### src/hdl/dhid_ram.sv
`timescale 1ns / 1ps
// ----------------------------------------------------------------------------
// dhid_ram
// Generic single-write, single-read RAM with registered read data.
// ----------------------------------------------------------------------------
module dhid_ram #(
  parameter int WIDTH = 8,
  parameter int DEPTH = 16
) (
  input  logic                     clk,
  input  logic                     we,
  input  logic [$clog2(DEPTH)-1:0] waddr,
  input  logic [WIDTH-1:0]         wdata,
  input  logic [$clog2(DEPTH)-1:0] raddr,
  output logic [WIDTH-1:0]         rdata
);

  logic [WIDTH-1:0] mem [DEPTH];

  always_ff @(posedge clk) begin
    if (we) begin
      mem[waddr] <= wdata;
    end
    rdata <= mem[raddr];
  end

endmodule

### config.mk
export PLATFORM = sky130hd
export DESIGN_NAME = dhid_ram
export DESIGN_NICKNAME = d
export VERILOG_FILES = /design/src/hdl/dhid_ram.sv
export SDC_FILE = /design/constraint.sdc
export NUM_CORES = 1
export LEC_CHECK = 0
export CAP_MARGIN = 10
export CORE_MARGIN = 2
export CORE_UTILIZATION = 45
export CTS_CLUSTER_SIZE = 30
export DETAILED_ROUTE_END_ITERATION = 12
export DONT_BUFFER_PORTS = 1
export GPL_TIMING_DRIVEN = 0
export PLACE_DENSITY = 0.64
export SETUP_SLACK_MARGIN = 0.3
export SYNTH_ARGS = -nofsm -noshare
export SYNTH_HDL_FRONTEND = slang
export SYNTH_SLANG_ARGS = --single-unit
### constraint.sdc
create_clock -name clk -period 3.3 [get_ports clk]
set_input_delay 0.165 -clock clk [delete_from_list [all_inputs] [get_ports clk]]
set_output_delay 0.165 -clock clk [all_outputs]
set_load 0.02 [all_outputs]
* Yosys cells after proc, flatten, opt, wreduce, memory -nomap -nowiden
Memory sizes are Yosys's and may differ from the RTL's. A register that Yosys moved wholly into a read port is not among the register bits. Cells that the tools add are included.
Word-level totals: memories kept 1, register bits after elaboration 0, bits of input ports 18, word-level logic and storage cells 3, output and inout bits 8, bits in writable memories 128
Cells by class: muxes and demuxes 2
Memories:
- mem | depth 16, bits a word 8, read ports 1, clocked after memory_dff 1, write ports 1, RTL line 18 | logic [WIDTH-1:0] mem [DEPTH];
Operators with widths (count):
- $mux 1 | 2

* Depth between registers and ports, before layout
Gate-level depths: netlist (run 1).
depth after elaboration 2, mapped depth 5, gate-level depth less buffers 3

* Least setup slack after synthesis (run 1)
Ideal clock, no wire load.
kind input-to-reg, start input port waddr[2], end memory mem[0][0] (enable), buffers on the path 0, stages 2, arrival 1.275 ns, required time 2.917 ns, setup slack 1.642 ns, setup time 0.383 ns, cells stage by stage or3b_2 -> nor3_1
RTL lines:
- from (decl) | RTL line 12 | input logic [$clog2(DEPTH)-1:0] waddr,
- to (decl) | RTL line 18
Straight into the memory's write port.

* Final worst setup path (run 1)
start input port waddr[0], end memory mem[8][5] (enable)
Straight into the memory's write port.

==> results.rst, run 1 <==
.. list-table::
   :header-rows: 1

   * - Metric
     - Value
   * - Die height
     - 111 um
   * - Placement Rows
     - 39
   * - Number of pins exceeding their max-slew limit in the final report
     - 0
   * - CTS tree
     - yes
   * - Die Outline Area
     - 12,300 um^2
   * - TritonCTS Buffers
     - 17
   * - CORE AREA
     - 11,300 um^2
   * - Number of gates resized after cts
     - 0
   * - Maximum number of pins on one net before global-route repair
     - 17
   * - Main combinational cell family by area after synthesis
     - multiplexers
   * - Cell breakdown of the critical path
     - dlygate4sd3_1 > nor3_1 > dlygate4sd3_1
   * - Kind of critical path
     - input port to flip-flop
   * - Worst-case headroom to the max-slew limit
     - 22.1%
   * - Layout overhead on the synthesized area
     - 17.7%
   * - CP max FO
     - 7
   * - Worst slack, placed
     - 1.42 ns
   * - Routed wire length per instance
     - 24.0 um
   * - Initial Util
     - 45.7%
   * - Worst path most repeated cell
     - sky130_fd_sc_hd__dlygate4sd3_1
   * - Global route total overflow
     - 0
   * - Static leakage power
     - 0.00201 uW
   * - Time the final worst path needs with I/O delays and setup
     - 1.55 ns
   * - Post-CTS setup buffers
     - 0
   * - Horizontal extent of the die
     - 111 um
   * - Share of the synthesized area in the top cell type
     - 74.7%
   * - Critical path required time
     - 3.42 ns
   * - Fin nets
     - 279
   * - CP Launch Type
     - input port
   * - Root buf cell
     - sky130_fd_sc_hd__clkbuf_16
   * - All-Layer GR Usage
     - 17.2%
   * - Switching power summed over all nets
     - 776 uW
   * - Yosys reg bits
     - 136
   * - Mapped Nets
     - 247
   * - Wirelength, routed
     - 10.0 mm
   * - Complex-gate fraction of the synthesized area
     - 2.33%
   * - Adder and majority gate portion of the synthesized area
     - 0%
   * - Clock Tree Buf Depth
     - 2
   * - Pwr Total
     - 4070 uW
   * - Endpoint type of the worst setup path
     - flip-flop
   * - Detailed router's first-iteration violation count
     - 157
   * - Portion of total power attributed to the clock network
     - 47.8%
   * - Setup slack, reg-to-reg
     - 1.84 ns
   * - Post-Syn Instances
     - 229
   * - Final setup fails
     - 0
   * - Clock insertion delay at the later pin of the skew report
     - 0.41 ns
   * - Post-synthesis average cell area
     - 22.5 um^2
   * - Combinational cell fraction of total power
     - 4.1%
   * - Worst voltage drop across the vdd grid
     - 370 uV
   * - Total number of clock tree sinks
     - 136
   * - Drt first pass iters
     - 5
   * - Library cell occupying the most area in the post-synthesis netlist
     - sky130_fd_sc_hd__edfxtp_1
   * - Clock transition at the registers of the reported paths
     - 0.05 ns
   * - Antenna-violating nets left
     - 0
   * - Portion of the post-synthesis area used by sequential elements
     - 77.8%
   * - Sw Ratio
     - 19.1%
   * - Setup repair after global routing missed its margin
     - no
   * - Leading cell types by total area after synthesis
     - sky130_fd_sc_hd__edfxtp_1 75%, sky130_fd_sc_hd__mux4_2 7.9%, sky130_fd_sc_hd__mux4_1 7.1%
   * - First-pass GRT wire length
     - 14.6 mm
   * - Fraction of power consumed by sequential logic
     - 48.1%
   * - Vias in the first global route
     - 2,366
   * - H-tree levels
     - 4
   * - Cell Area, Synth
     - 5150 um^2
   * - Max Cap Viol
     - 0
   * - Storage element area
     - 4000 um^2
   * - Cell at the slowest stage of the critical path
     - sky130_fd_sc_hd__dlygate4sd3_1
   * - Placed wire-length estimate after detailed placement
     - 6.22 mm
   * - Internal power
     - 3290 uW
   * - Remaining routing DRC violations
     - 0
   * - Number of warning messages in the yosys log
     - 0
   * - Drt via density
     - 5.76
   * - Areal power density over the cells
     - 672 nW/um^2
   * - Number of hold-repair buffers added at the cts stage
     - 8
   * - Portion of netlist area occupied by mux cells
     - 15.0%
   * - Area of the multi-input gates
     - 1060 um^2
   * - Arrival @ worst endpoint
     - 1.66 ns
   * - Distinct cell type count after synthesis
     - 19
   * - Transition time at the pin with the least slew margin
     - 1.16 ns
   * - Delay of the slowest cell on the worst path
     - 0.66 ns
   * - Final cycle utilization of the critical path
     - 46.9%
   * - Final GP Congestion
     - 0.746
   * - I/O pin count
     - 26
   * - # fillers
     - 850
   * - Fin Setup TNS
     - 0 ns
   * - Final Hold Fails
     - 0
   * - PortBufs
     - 0
   * - Hold Path Class
     - input port to flip-flop
   * - Highest clock frequency the design can meet
     - 0.647 GHz
   * - Fraction of the mapped netlist area in simple logic gates
     - 3.18%
   * - Share of layout cells above drive strength 1
     - 21.5%
   * - Worst Slack Setup Final
     - 1.75 ns
   * - Post-synthesis xor/xnor area fraction
     - 0%
   * - Number of antenna violations at the first check in global routing
     - 0
   * - Result of the run
     - finished clean
   * - Via Count
     - 2,400
   * - Diodes inserted
     - 0
   * - Maximum clock skew at final layout
     - 0.00538 ns
==> layer usage <==
metal  routed length, um  track usage [%]  vias up
li1                    -                -     1046
met1                4200             23.0     1250
met2                4820             26.3       88
met3                 799             5.08       16
met4                 197             8.25        0
met5                   0                0        -
==> logic make-up after synthesis <==
| group | count (synthesis) |
|---|---|
| DFF | 136 |
| and+or+nand+nor | 35 |
| muxes | 32 |
| AOI/OAI and AO/OA | 16 |
| buffers and inverters | 10 |
==> final cells by class <==
cell class              instances  share of cell area (%)
flip-flops and latches        136                    66.1
repair buffers                 13                    1.98
clock inverters                11                    2.50
multi-input cells              83                    17.5
well taps                     143                    2.95
plain buffers                  10                    1.43
clock buffers                  21                    7.60
==> stage by stage <==
step                      instances  utilization [%]  instance area [um^2]  hold slack [ns]
after floorplan                 229                -                  5150            0.264
after global placement          372             47.3                  5330            0.265
after detailed placement        373             47.3                  5330            0.265
after CTS                       413             53.5                  6030           0.0308
after global routing            417             53.7                  6060          0.00367
final                           417             53.7                  6060           0.0233
==> registers in the layout (all words and copies together), names as in the netlist <==
register and cells:
mem 128, rdata 8
==> placed cells by master, fill, tap and decap left out, drive strengths merged, types with 4 or more instances in the layout <==
cell / synthesis / routed
a22oi: 16 / 16
buf: 7 / 9
bufinv: 0 / 4
clkbuf: 0 / 22
clkinv: 0 / 7
dfxtp: 8 / 8
dlygate4sd3: 0 / 10
edfxtp: 128 / 128
mux4: 32 / 32
nand2: 9 / 9
nor2: 13 / 13
nor3: 4 / 4
==> cells in the mapped netlist <==
| cell | number |
|---|---|
| sky130_fd_sc_hd__edfxtp_1 | 128 |
| sky130_fd_sc_hd__mux4_2 | 18 |
| sky130_fd_sc_hd__a22oi_1 | 16 |
| sky130_fd_sc_hd__mux4_1 | 14 |
| sky130_fd_sc_hd__nor2_1 | 13 |
| sky130_fd_sc_hd__nand2_1 | 9 |
| sky130_fd_sc_hd__dfxtp_1 | 8 |
| sky130_fd_sc_hd__nor3_1 | 4 |
| sky130_fd_sc_hd__buf_2 | 3 |
| sky130_fd_sc_hd__buf_6 | 3 |
| sky130_fd_sc_hd__clkdlybuf4s25_2 | 3 |
| sky130_fd_sc_hd__nand2b_1 | 2 |
| sky130_fd_sc_hd__nand3b_1 | 2 |
| sky130_fd_sc_hd__and2_1 | 1 |
| sky130_fd_sc_hd__and2b_1 | 1 |
| sky130_fd_sc_hd__buf_4 | 1 |
| sky130_fd_sc_hd__nand3_1 | 1 |
| sky130_fd_sc_hd__nor2b_1 | 1 |
| sky130_fd_sc_hd__or3b_2 | 1 |
==> power by group through the flow <==
stage / Clock, uW / Sequential, uW / Combinational, uW
global placement: 0 / 1990 / 132
floorplan: 0 / 1990 / 98.0
finish: 1950 / 1960 / 166
detailed placement: 0 / 1990 / 134
CTS: 1970 / 1960 / 166
global route: 2040 / 1960 / 177
==> worst paths after layout <==
check / startpoint / to / cells after the start
hold / removal: waddr[0] / mem[12][4]$_DFFE_PP_ / 1
hold reg to reg: mem[11][3]$_DFFE_PP_ / rdata[3]$_DFF_P_ / 3
setup / recovery: waddr[0] / mem[8][5]$_DFFE_PP_ / 3
setup reg to reg: mem[1][0]$_DFFE_PP_ / rdata[0]$_DFF_P_ / 3
==> worst max-delay path, delay by kind of cell <==
family	cells	cell delay, ns
buffers and inverters	2	1.22
and+or+nand+nor	1	0.28
No activity file was read; power rests on OpenSTA's default activity.
==> run 2, diff against run 1 <==
Settings changed: PLACE_DENSITY 0.64 to 0.66.
Clock period 3.3 ns to 1.4 ns, I/O delays scaled along.
==> results.rst, run 2 (synthesis results as in run 1) <==
.. list-table::
   :header-rows: 1

   * - Metric
     - Value
   * - All-Layer GR Usage
     - 16.8% (-0.48 points)
   * - Result of the run
     - finished, violations left
   * - Final cycle utilization of the critical path
     - 94.2%
   * - Initial Util
     - 45.7% (unchanged)
   * - Sw Ratio
     - 19.8% (+0.76 points)
   * - Hold Path Class
     - input port to flip-flop
   * - Drt via density
     - 5.44 (-5.5%)
   * - CORE AREA
     - 11,300 um^2 (unchanged)
   * - Internal power
     - 7840 uW (+140%)
   * - Delay of the slowest cell on the worst path
     - 0.53 ns (-0.13 ns)
   * - Worst reg-to-reg path cell count
     - 3 (unchanged)
   * - Number of hold-repair buffers added at the cts stage
     - 8 (unchanged)
   * - Worst Hold Path Cells
     - 1 (unchanged)
   * - Cell at the slowest stage of the critical path
     - sky130_fd_sc_hd__mux4_2
   * - Kind of critical path
     - flip-flop to flip-flop
   * - Static leakage power
     - 0.00194 uW (-3.0%)
   * - Maximum number of pins on one net before global-route repair
     - 17 (unchanged)
   * - Violated checks
     - hold timing
   * - Fin Setup TNS
     - 0 ns (unchanged)
   * - Worst slack, placed
     - -0.0402 ns (-1.46 ns)
   * - I/O pin count
     - 26 (unchanged)
   * - Most frequent cells in the layout
     - 128 x sky130_fd_sc_hd__edfxtp_1, 32 x sky130_fd_sc_hd__mux4_2, 17 x sky130_fd_sc_hd__clkbuf_16
   * - Clock transition at the registers of the reported paths
     - 0.06 ns (about the same)
   * - Via Count
     - 2,241 (-6.6%)
   * - Final GP Congestion
     - 0.711 (-4.6%)
   * - Switching power summed over all nets
     - 1940 uW (+150%)
   * - Layout overhead on the synthesized area
     - 18.8%
   * - Max reg flops
     - 128 (unchanged)
   * - Placement Rows
     - 39 (unchanged)
   * - H-tree levels
     - 4 (unchanged)
   * - Setup slack, reg-to-reg
     - 0.08 ns (-1.76 ns)
   * - Storage element area
     - 4000 um^2 (unchanged)
   * - Portion of total power attributed to the clock network
     - 48.4% (+0.6 points)
   * - Total number of clock tree sinks
     - 136 (unchanged)
   * - Cell breakdown of the critical path
     - mux4_2 > a22oi_2 > nand2_1
   * - Critical path required time
     - 1.70 ns (-1.72 ns)
   * - Placed wire-length estimate after detailed placement
     - 5.78 mm (-7.2%)
   * - Max Cap Viol
     - 0 (unchanged)
   * - Most common cell after layout, fill and taps aside
     - sky130_fd_sc_hd__edfxtp_1
   * - Destination of the worst hold path
     - mem[0][0]$_DFFE_PP_
   * - Final setup fails
     - 0 (unchanged)
   * - Placed Area
     - 5350 um^2 (+0.33%)
   * - Fin nets
     - 274 (-1.8%)
   * - Number of antenna violations at the first check in global routing
     - 0 (unchanged)
   * - Maximum clock skew at final layout
     - 0.00554 ns (+0.000165 ns)
   * - Largest reg by FF count
     - mem
   * - Worst hold slack
     - -0.113 ns (-0.136 ns)
   * - Clock insertion delay at the later pin of the skew report
     - 0.41 ns (about the same)
   * - CP Launch Type
     - flip-flop
   * - Worst Slack Setup Final
     - 0.0814 ns (-1.67 ns)
   * - Largest registers ranked by flip-flop count
     - mem x128, rdata x8
   * - Fraction of power consumed by sequential logic
     - 47.2% (-0.9 points)
   * - Wirelength, routed
     - 9.51 mm (-5.1%)
   * - Detailed router's first-iteration violation count
     - 161 (+2.5%)
   * - Family of cells with the greatest summed delay on the critical path
     - multiplexers
   * - Time the final worst path needs with I/O delays and setup
     - 1.32 ns
   * - Source of the worst hold timing path
     - waddr[1]
   * - Final Hold Fails
     - 32 (+32)
   * - Die height
     - 111 um (unchanged)
   * - Final non-filler cell area
     - 6120 um^2 (+0.95%)
   * - Reg-to-reg startpoint
     - mem[7][0]$_DFFE_PP_
   * - Crit path buf inv count
     - 0 (-2)
   * - Areal power density over the cells
     - 1600 nW/um^2 (+140%)
   * - Worst-case headroom to the max-slew limit
     - 44.8% (+23 points)
   * - Global route total overflow
     - 0 (unchanged)
   * - Remaining routing DRC violations
     - 0 (unchanged)
   * - Endpoint type of the worst setup path
     - flip-flop
   * - Root buf cell
     - sky130_fd_sc_hd__clkbuf_16
   * - First-pass GRT wire length
     - 14.5 mm (-0.80%)
   * - Diodes inserted
     - 0 (unchanged)
   * - Vias in the first global route
     - 2,446 (+3.4%)
   * - Worst voltage drop across the vdd grid
     - 1170 uV (+220%)
   * - Drt first pass iters
     - 4 (-1)
   * - Combinational cell fraction of total power
     - 4.3% (+0.2 points)
   * - Transition time at the pin with the least slew margin
     - 0.825 ns (-0.334 ns)
   * - Area of the multi-input gates
     - 1090 um^2 (+2.7%)
   * - CP max FO
     - 1 (-6)
   * - Number of pins exceeding their max-slew limit in the final report
     - 0 (unchanged)
   * - Post-CTS setup buffers
     - 0 (unchanged)
   * - Die Outline Area
     - 12,300 um^2 (unchanged)
   * - Horizontal extent of the die
     - 111 um (unchanged)
   * - Clock Tree Buf Depth
     - 2 (unchanged)
   * - Arrival @ worst endpoint
     - 1.62 ns (-0.04 ns)
   * - Setup repair after global routing missed its margin
     - yes
   * - TritonCTS Buffers
     - 17 (unchanged)
   * - R2R Path End
     - rdata[0]$_DFF_P_
   * - PortBufs
     - 0 (unchanged)
   * - Antenna-violating nets left
     - 0 (unchanged)
   * - Share of layout cells above drive strength 1
     - 33.8% (+12 points)
   * - Highest clock frequency the design can meet
     - 0.758 GHz
   * - # fillers
     - 847 (-0.35%)
   * - Routed wire length per instance
     - 23.1 um (-3.9%)
   * - CTS tree
     - yes
[run 2: layout make-up]
class / instances / area share (%)
flip-flops and latches: 136 / 65.5
multi-input cells: 83 / 17.8
clock buffers: 19 / 7.41
clock inverters: 13 / 3.17
well taps: 143 / 2.93
plain buffers: 10 / 1.96
repair buffers: 8 / 1.31
[run 2: layer usage]
metal	routed length (um)	part of all wire [%]	vias up	global-route usage, %
met5	0	0	-	0
met4	86	0.90	0	6.00
met3	562	5.9	5	6.01
met2	4520	48	69	24.7
met1	4340	46	1147	23.4
li1	-	-	1020	-
[run 2: per-stage QoR]
step	cells	total power, uW	util, %
after floorplan	229	4950	-
after global placement	372	5030	47.5
after detailed placement	372	5030	47.5
after CTS	412	9830	54.1
after global routing	412	10100	54.3
final	412	9770	54.3
[run 2: what timing repair did]
action / 4_1_cts / 5_1_grt
gates resized for setup: 8 / 3
hold endpoints to repair: 160 / 32
setup endpoints to repair: 8 / 8
cloned: 0 / 0
[run 2: power groups by stage]
stage | registers (uW) | clock network, uW | logic, uW
final | 4610 | 4730 | 424
after floorplan | 4690 | 0 | 256
after global placement | 4690 | 0 | 333
after global routing | 4620 | 4990 | 454
after detailed placement | 4700 | 0 | 334
after CTS | 4620 | 4790 | 425
[run 2: worst register-to-register path, cell delays in order (launching register included)]
cell and delay, ns:
sky130_fd_sc_hd__edfxtp_1 0.36, sky130_fd_sc_hd__mux4_2 0.53, sky130_fd_sc_hd__a22oi_2 0.23, sky130_fd_sc_hd__nand2_1 0.08
[run 2: how the worst max path moves through the flow]
stage | start | end | slack (ns) | depth (start not counted)
floorplan | waddr[2] | mem[0][0]$_DFFE_PP_ | 0.23 | 2
global placement | raddr[0] | rdata[0]$_DFF_P_ | -0.03 | 5
detailed placement | raddr[0] | rdata[0]$_DFF_P_ | -0.04 | 5
CTS | mem[7][0]$_DFFE_PP_ | rdata[0]$_DFF_P_ | 0.07 | 3
global route | mem[7][0]$_DFFE_PP_ | rdata[0]$_DFF_P_ | 0.07 | 3
finish | mem[7][0]$_DFFE_PP_ | rdata[0]$_DFF_P_ | 0.08 | 3
==> run 3, diff against run 2 <==
Settings changed: PLACE_DENSITY 0.66 to default.
==> results.rst, run 3 (synthesis results as in run 1) <==
.. list-table::
   :header-rows: 1

   * - Metric
     - Value
   * - Met2 wirelength from detailed routing
     - 4.60 mm (+1.9%)
   * - Largest registers ranked by flip-flop count
     - mem x128, rdata x8
   * - Kind of critical path
     - flip-flop to flip-flop
   * - Static leakage power
     - 0.00197 uW (+1.2%)
   * - Total number of clock tree sinks
     - 136 (unchanged)
   * - Crit path buf inv count
     - 0 (unchanged)
   * - Post-CTS setup buffers
     - 0 (unchanged)
   * - Drt via density
     - 5.70 (+4.8%)
   * - TritonCTS Buffers
     - 17 (unchanged)
   * - Routed wire length per instance
     - 23.7 um (+2.6%)
   * - Layout overhead on the synthesized area
     - 19.4%
   * - Clock Tree Buf Depth
     - 2 (unchanged)
   * - Clock insertion delay at the later pin of the skew report
     - 0.41 ns (about the same)
   * - Placement Rows
     - 39 (unchanged)
   * - Reg-to-reg startpoint
     - mem[3][6]$_DFFE_PP_
   * - Number of hold-repair buffers added at the cts stage
     - 8 (unchanged)
   * - Worst reg-to-reg path cell count
     - 3 (unchanged)
   * - Final Hold Fails
     - 32 (unchanged)
   * - Most frequent cells in the layout
     - 128 x sky130_fd_sc_hd__edfxtp_1, 31 x sky130_fd_sc_hd__mux4_2, 17 x sky130_fd_sc_hd__clkbuf_16
   * - CP Launch Type
     - flip-flop
   * - Wirelength, routed
     - 9.75 mm (+2.6%)
   * - Family of cells with the greatest summed delay on the critical path
     - multiplexers
   * - Remaining routing DRC violations
     - 0 (unchanged)
   * - Clock transition at the registers of the reported paths
     - 0.06 ns (about the same)
   * - Horizontal extent of the die
     - 111 um (unchanged)
   * - Root buf cell
     - sky130_fd_sc_hd__clkbuf_16
   * - Worst Slack Setup Final
     - 0.105 ns (+0.0241 ns)
   * - Initial Util
     - 45.7% (unchanged)
   * - Largest reg by FF count
     - mem
   * - Post-route met1 wirelength
     - 4.22 mm (-2.7%)
   * - Number of antenna violations at the first check in global routing
     - 0 (unchanged)
   * - Destination of the worst hold path
     - mem[0][1]$_DFFE_PP_
   * - I/O pin count
     - 26 (unchanged)
   * - CTS tree
     - yes
   * - Via Count
     - 2,348 (+4.8%)
   * - Final setup fails
     - 0 (unchanged)
   * - Final cycle utilization of the critical path
     - 92.5% (-1.7 points)
   * - Setup slack, reg-to-reg
     - 0.11 ns (+0.02 ns)
   * - Maximum number of pins on one net before global-route repair
     - 17 (unchanged)
   * - CP max FO
     - 1 (unchanged)
   * - Transition time at the pin with the least slew margin
     - 0.821 ns (-0.00439 ns)
   * - Arrival @ worst endpoint
     - 1.58 ns (-0.04 ns)
   * - Cell breakdown of the critical path
     - mux4_2 > a22oi_2 > nand2_1
   * - PortBufs
     - 0 (unchanged)
   * - Number of pins exceeding their max-slew limit in the final report
     - 0 (unchanged)
   * - Fin nets
     - 274 (unchanged)
   * - Placed Area
     - 5350 um^2 (unchanged)
   * - Fin util
     - 54.5% (+0.27 points)
   * - Hold Path Class
     - input port to flip-flop
   * - Worst Hold Path Cells
     - 1 (unchanged)
   * - Count of cell instances traversed by the critical path
     - 3 (unchanged)
   * - Final non-filler cell area
     - 6150 um^2 (+0.49%)
   * - Die Outline Area
     - 12,300 um^2 (unchanged)
   * - Violated checks
     - hold timing
   * - Die height
     - 111 um (unchanged)
   * - Highest clock frequency the design can meet
     - 0.772 GHz (+1.9%)
   * - Highest routed metal layer
     - met4
   * - Worst slack, placed
     - -0.0206 ns (+0.0196 ns)
   * - Source of the worst hold timing path
     - waddr[1]
   * - Worst voltage drop across the vdd grid
     - 779 uV (-33%)
   * - Max Cap Viol
     - 0 (unchanged)
   * - Vias in the first global route
     - 2,332 (-4.7%)
   * - Critical path required time
     - 1.69 ns (about the same)
   * - Drt first pass iters
     - 4 (unchanged)
   * - Cell at the slowest stage of the critical path
     - sky130_fd_sc_hd__mux4_2
   * - Worst hold slack
     - -0.106 ns (+0.00719 ns)
   * - Time the final worst path needs with I/O delays and setup
     - 1.29 ns (-0.0241 ns)
   * - Max reg flops
     - 128 (unchanged)
   * - Final GP Congestion
     - 0.766 (+7.8%)
   * - Antenna-violating nets left
     - 0 (unchanged)
   * - Detailed router's first-iteration violation count
     - 172 (+6.8%)
   * - Most common cell after layout, fill and taps aside
     - sky130_fd_sc_hd__edfxtp_1
   * - Maximum clock skew at final layout
     - 0.00544 ns (-0.0000956 ns)
   * - Global route total overflow
     - 0 (unchanged)
   * - Areal power density over the cells
     - 1640 nW/um^2 (+2.5%)
   * - Delay of the slowest cell on the worst path
     - 0.49 ns (-0.04 ns)
   * - Setup repair after global routing missed its margin
     - yes
   * - H-tree levels
     - 4 (unchanged)
   * - Result of the run
     - finished, violations left
   * - All-Layer GR Usage
     - 17.0% (+0.23 points)
   * - Worst-case headroom to the max-slew limit
     - 45.1% (+0.29 points)
   * - R2R Path End
     - rdata[6]$_DFF_P_
   * - Diodes inserted
     - 0 (unchanged)
   * - CORE AREA
     - 11,300 um^2 (unchanged)
   * - First-pass GRT wire length
     - 14.5 mm (+0.14%)
   * - Placed wire-length estimate after detailed placement
     - 5.94 mm (+2.9%)
   * - Routed wire length on met3
     - 820 um (+46%)
   * - Endpoint type of the worst setup path
     - flip-flop
   * - Share of layout cells above drive strength 1
     - 32.7% (-1.1 points)
==> run 3: cell types whose count changed in the layout (fill, tap and decap cells not counted), sizes merged <==
cell / change
bufinv: +2
inv: -2
clkbuf: +1
clkinvlp: -1
==> run 3: per-stage QoR <==
stage               power (uW)  TNS (ns)  instances
floorplan                 4950         0        229
global placement          5030   -0.0503        372
detailed placement        5040   -0.0358        372
CTS                      10100         0        412
global route             10400         0        412
finish                   10100         0        412
==> run 3: worst max path at each step <==
stage	to	start	slack, ns
2_1_floorplan	mem[0][0]$_DFFE_PP_	waddr[2]	0.23
3_3_place_gp	rdata[3]$_DFF_P_	raddr[0]	-0.03
3_5_place_dp	rdata[3]$_DFF_P_	raddr[0]	-0.02
4_1_cts	rdata[3]$_DFF_P_	mem[11][3]$_DFFE_PP_	0.10
5_1_grt	rdata[3]$_DFF_P_	mem[11][3]$_DFFE_PP_	0.06
6_report	rdata[6]$_DFF_P_	mem[3][6]$_DFFE_PP_	0.11
==> run 3: repair_timing <==
action                                  CTS  global route
endpoints found under the hold margin   160            32
endpoints found under the setup margin    8             8
resized for setup                         8             1
pin swaps                                 1             3
==> run 3: area by class of cell <==
type / count / area (um^2)
fillers: 808 / 5130
flip-flops and latches: 136 / 4000
multi-input cells: 83 / 1080
clock buffers: 20 / 457
clock inverters: 12 / 221
well taps: 143 / 179
plain buffers: 10 / 120
repair buffers: 8 / 80.1
==> run 3: where the power goes <==
| part | internal, uW | leakage [uW] | switching, uW |
|---|---|---|---|
| Clock | 3430 | 0.000322 | 1600 |
| Combinational | 187 | 0.000422 | 238 |
| Sequential | 4560 | 0.00122 | 57.9 |
==> run 3: layer usage <==
layer / vias up / GRT usage [%]
li1: 1021 / -
met1: 1211 / 25.0
met2: 105 / 24.9
met3: 11 / 4.70
met4: 0 / 5.75
met5: - / 0
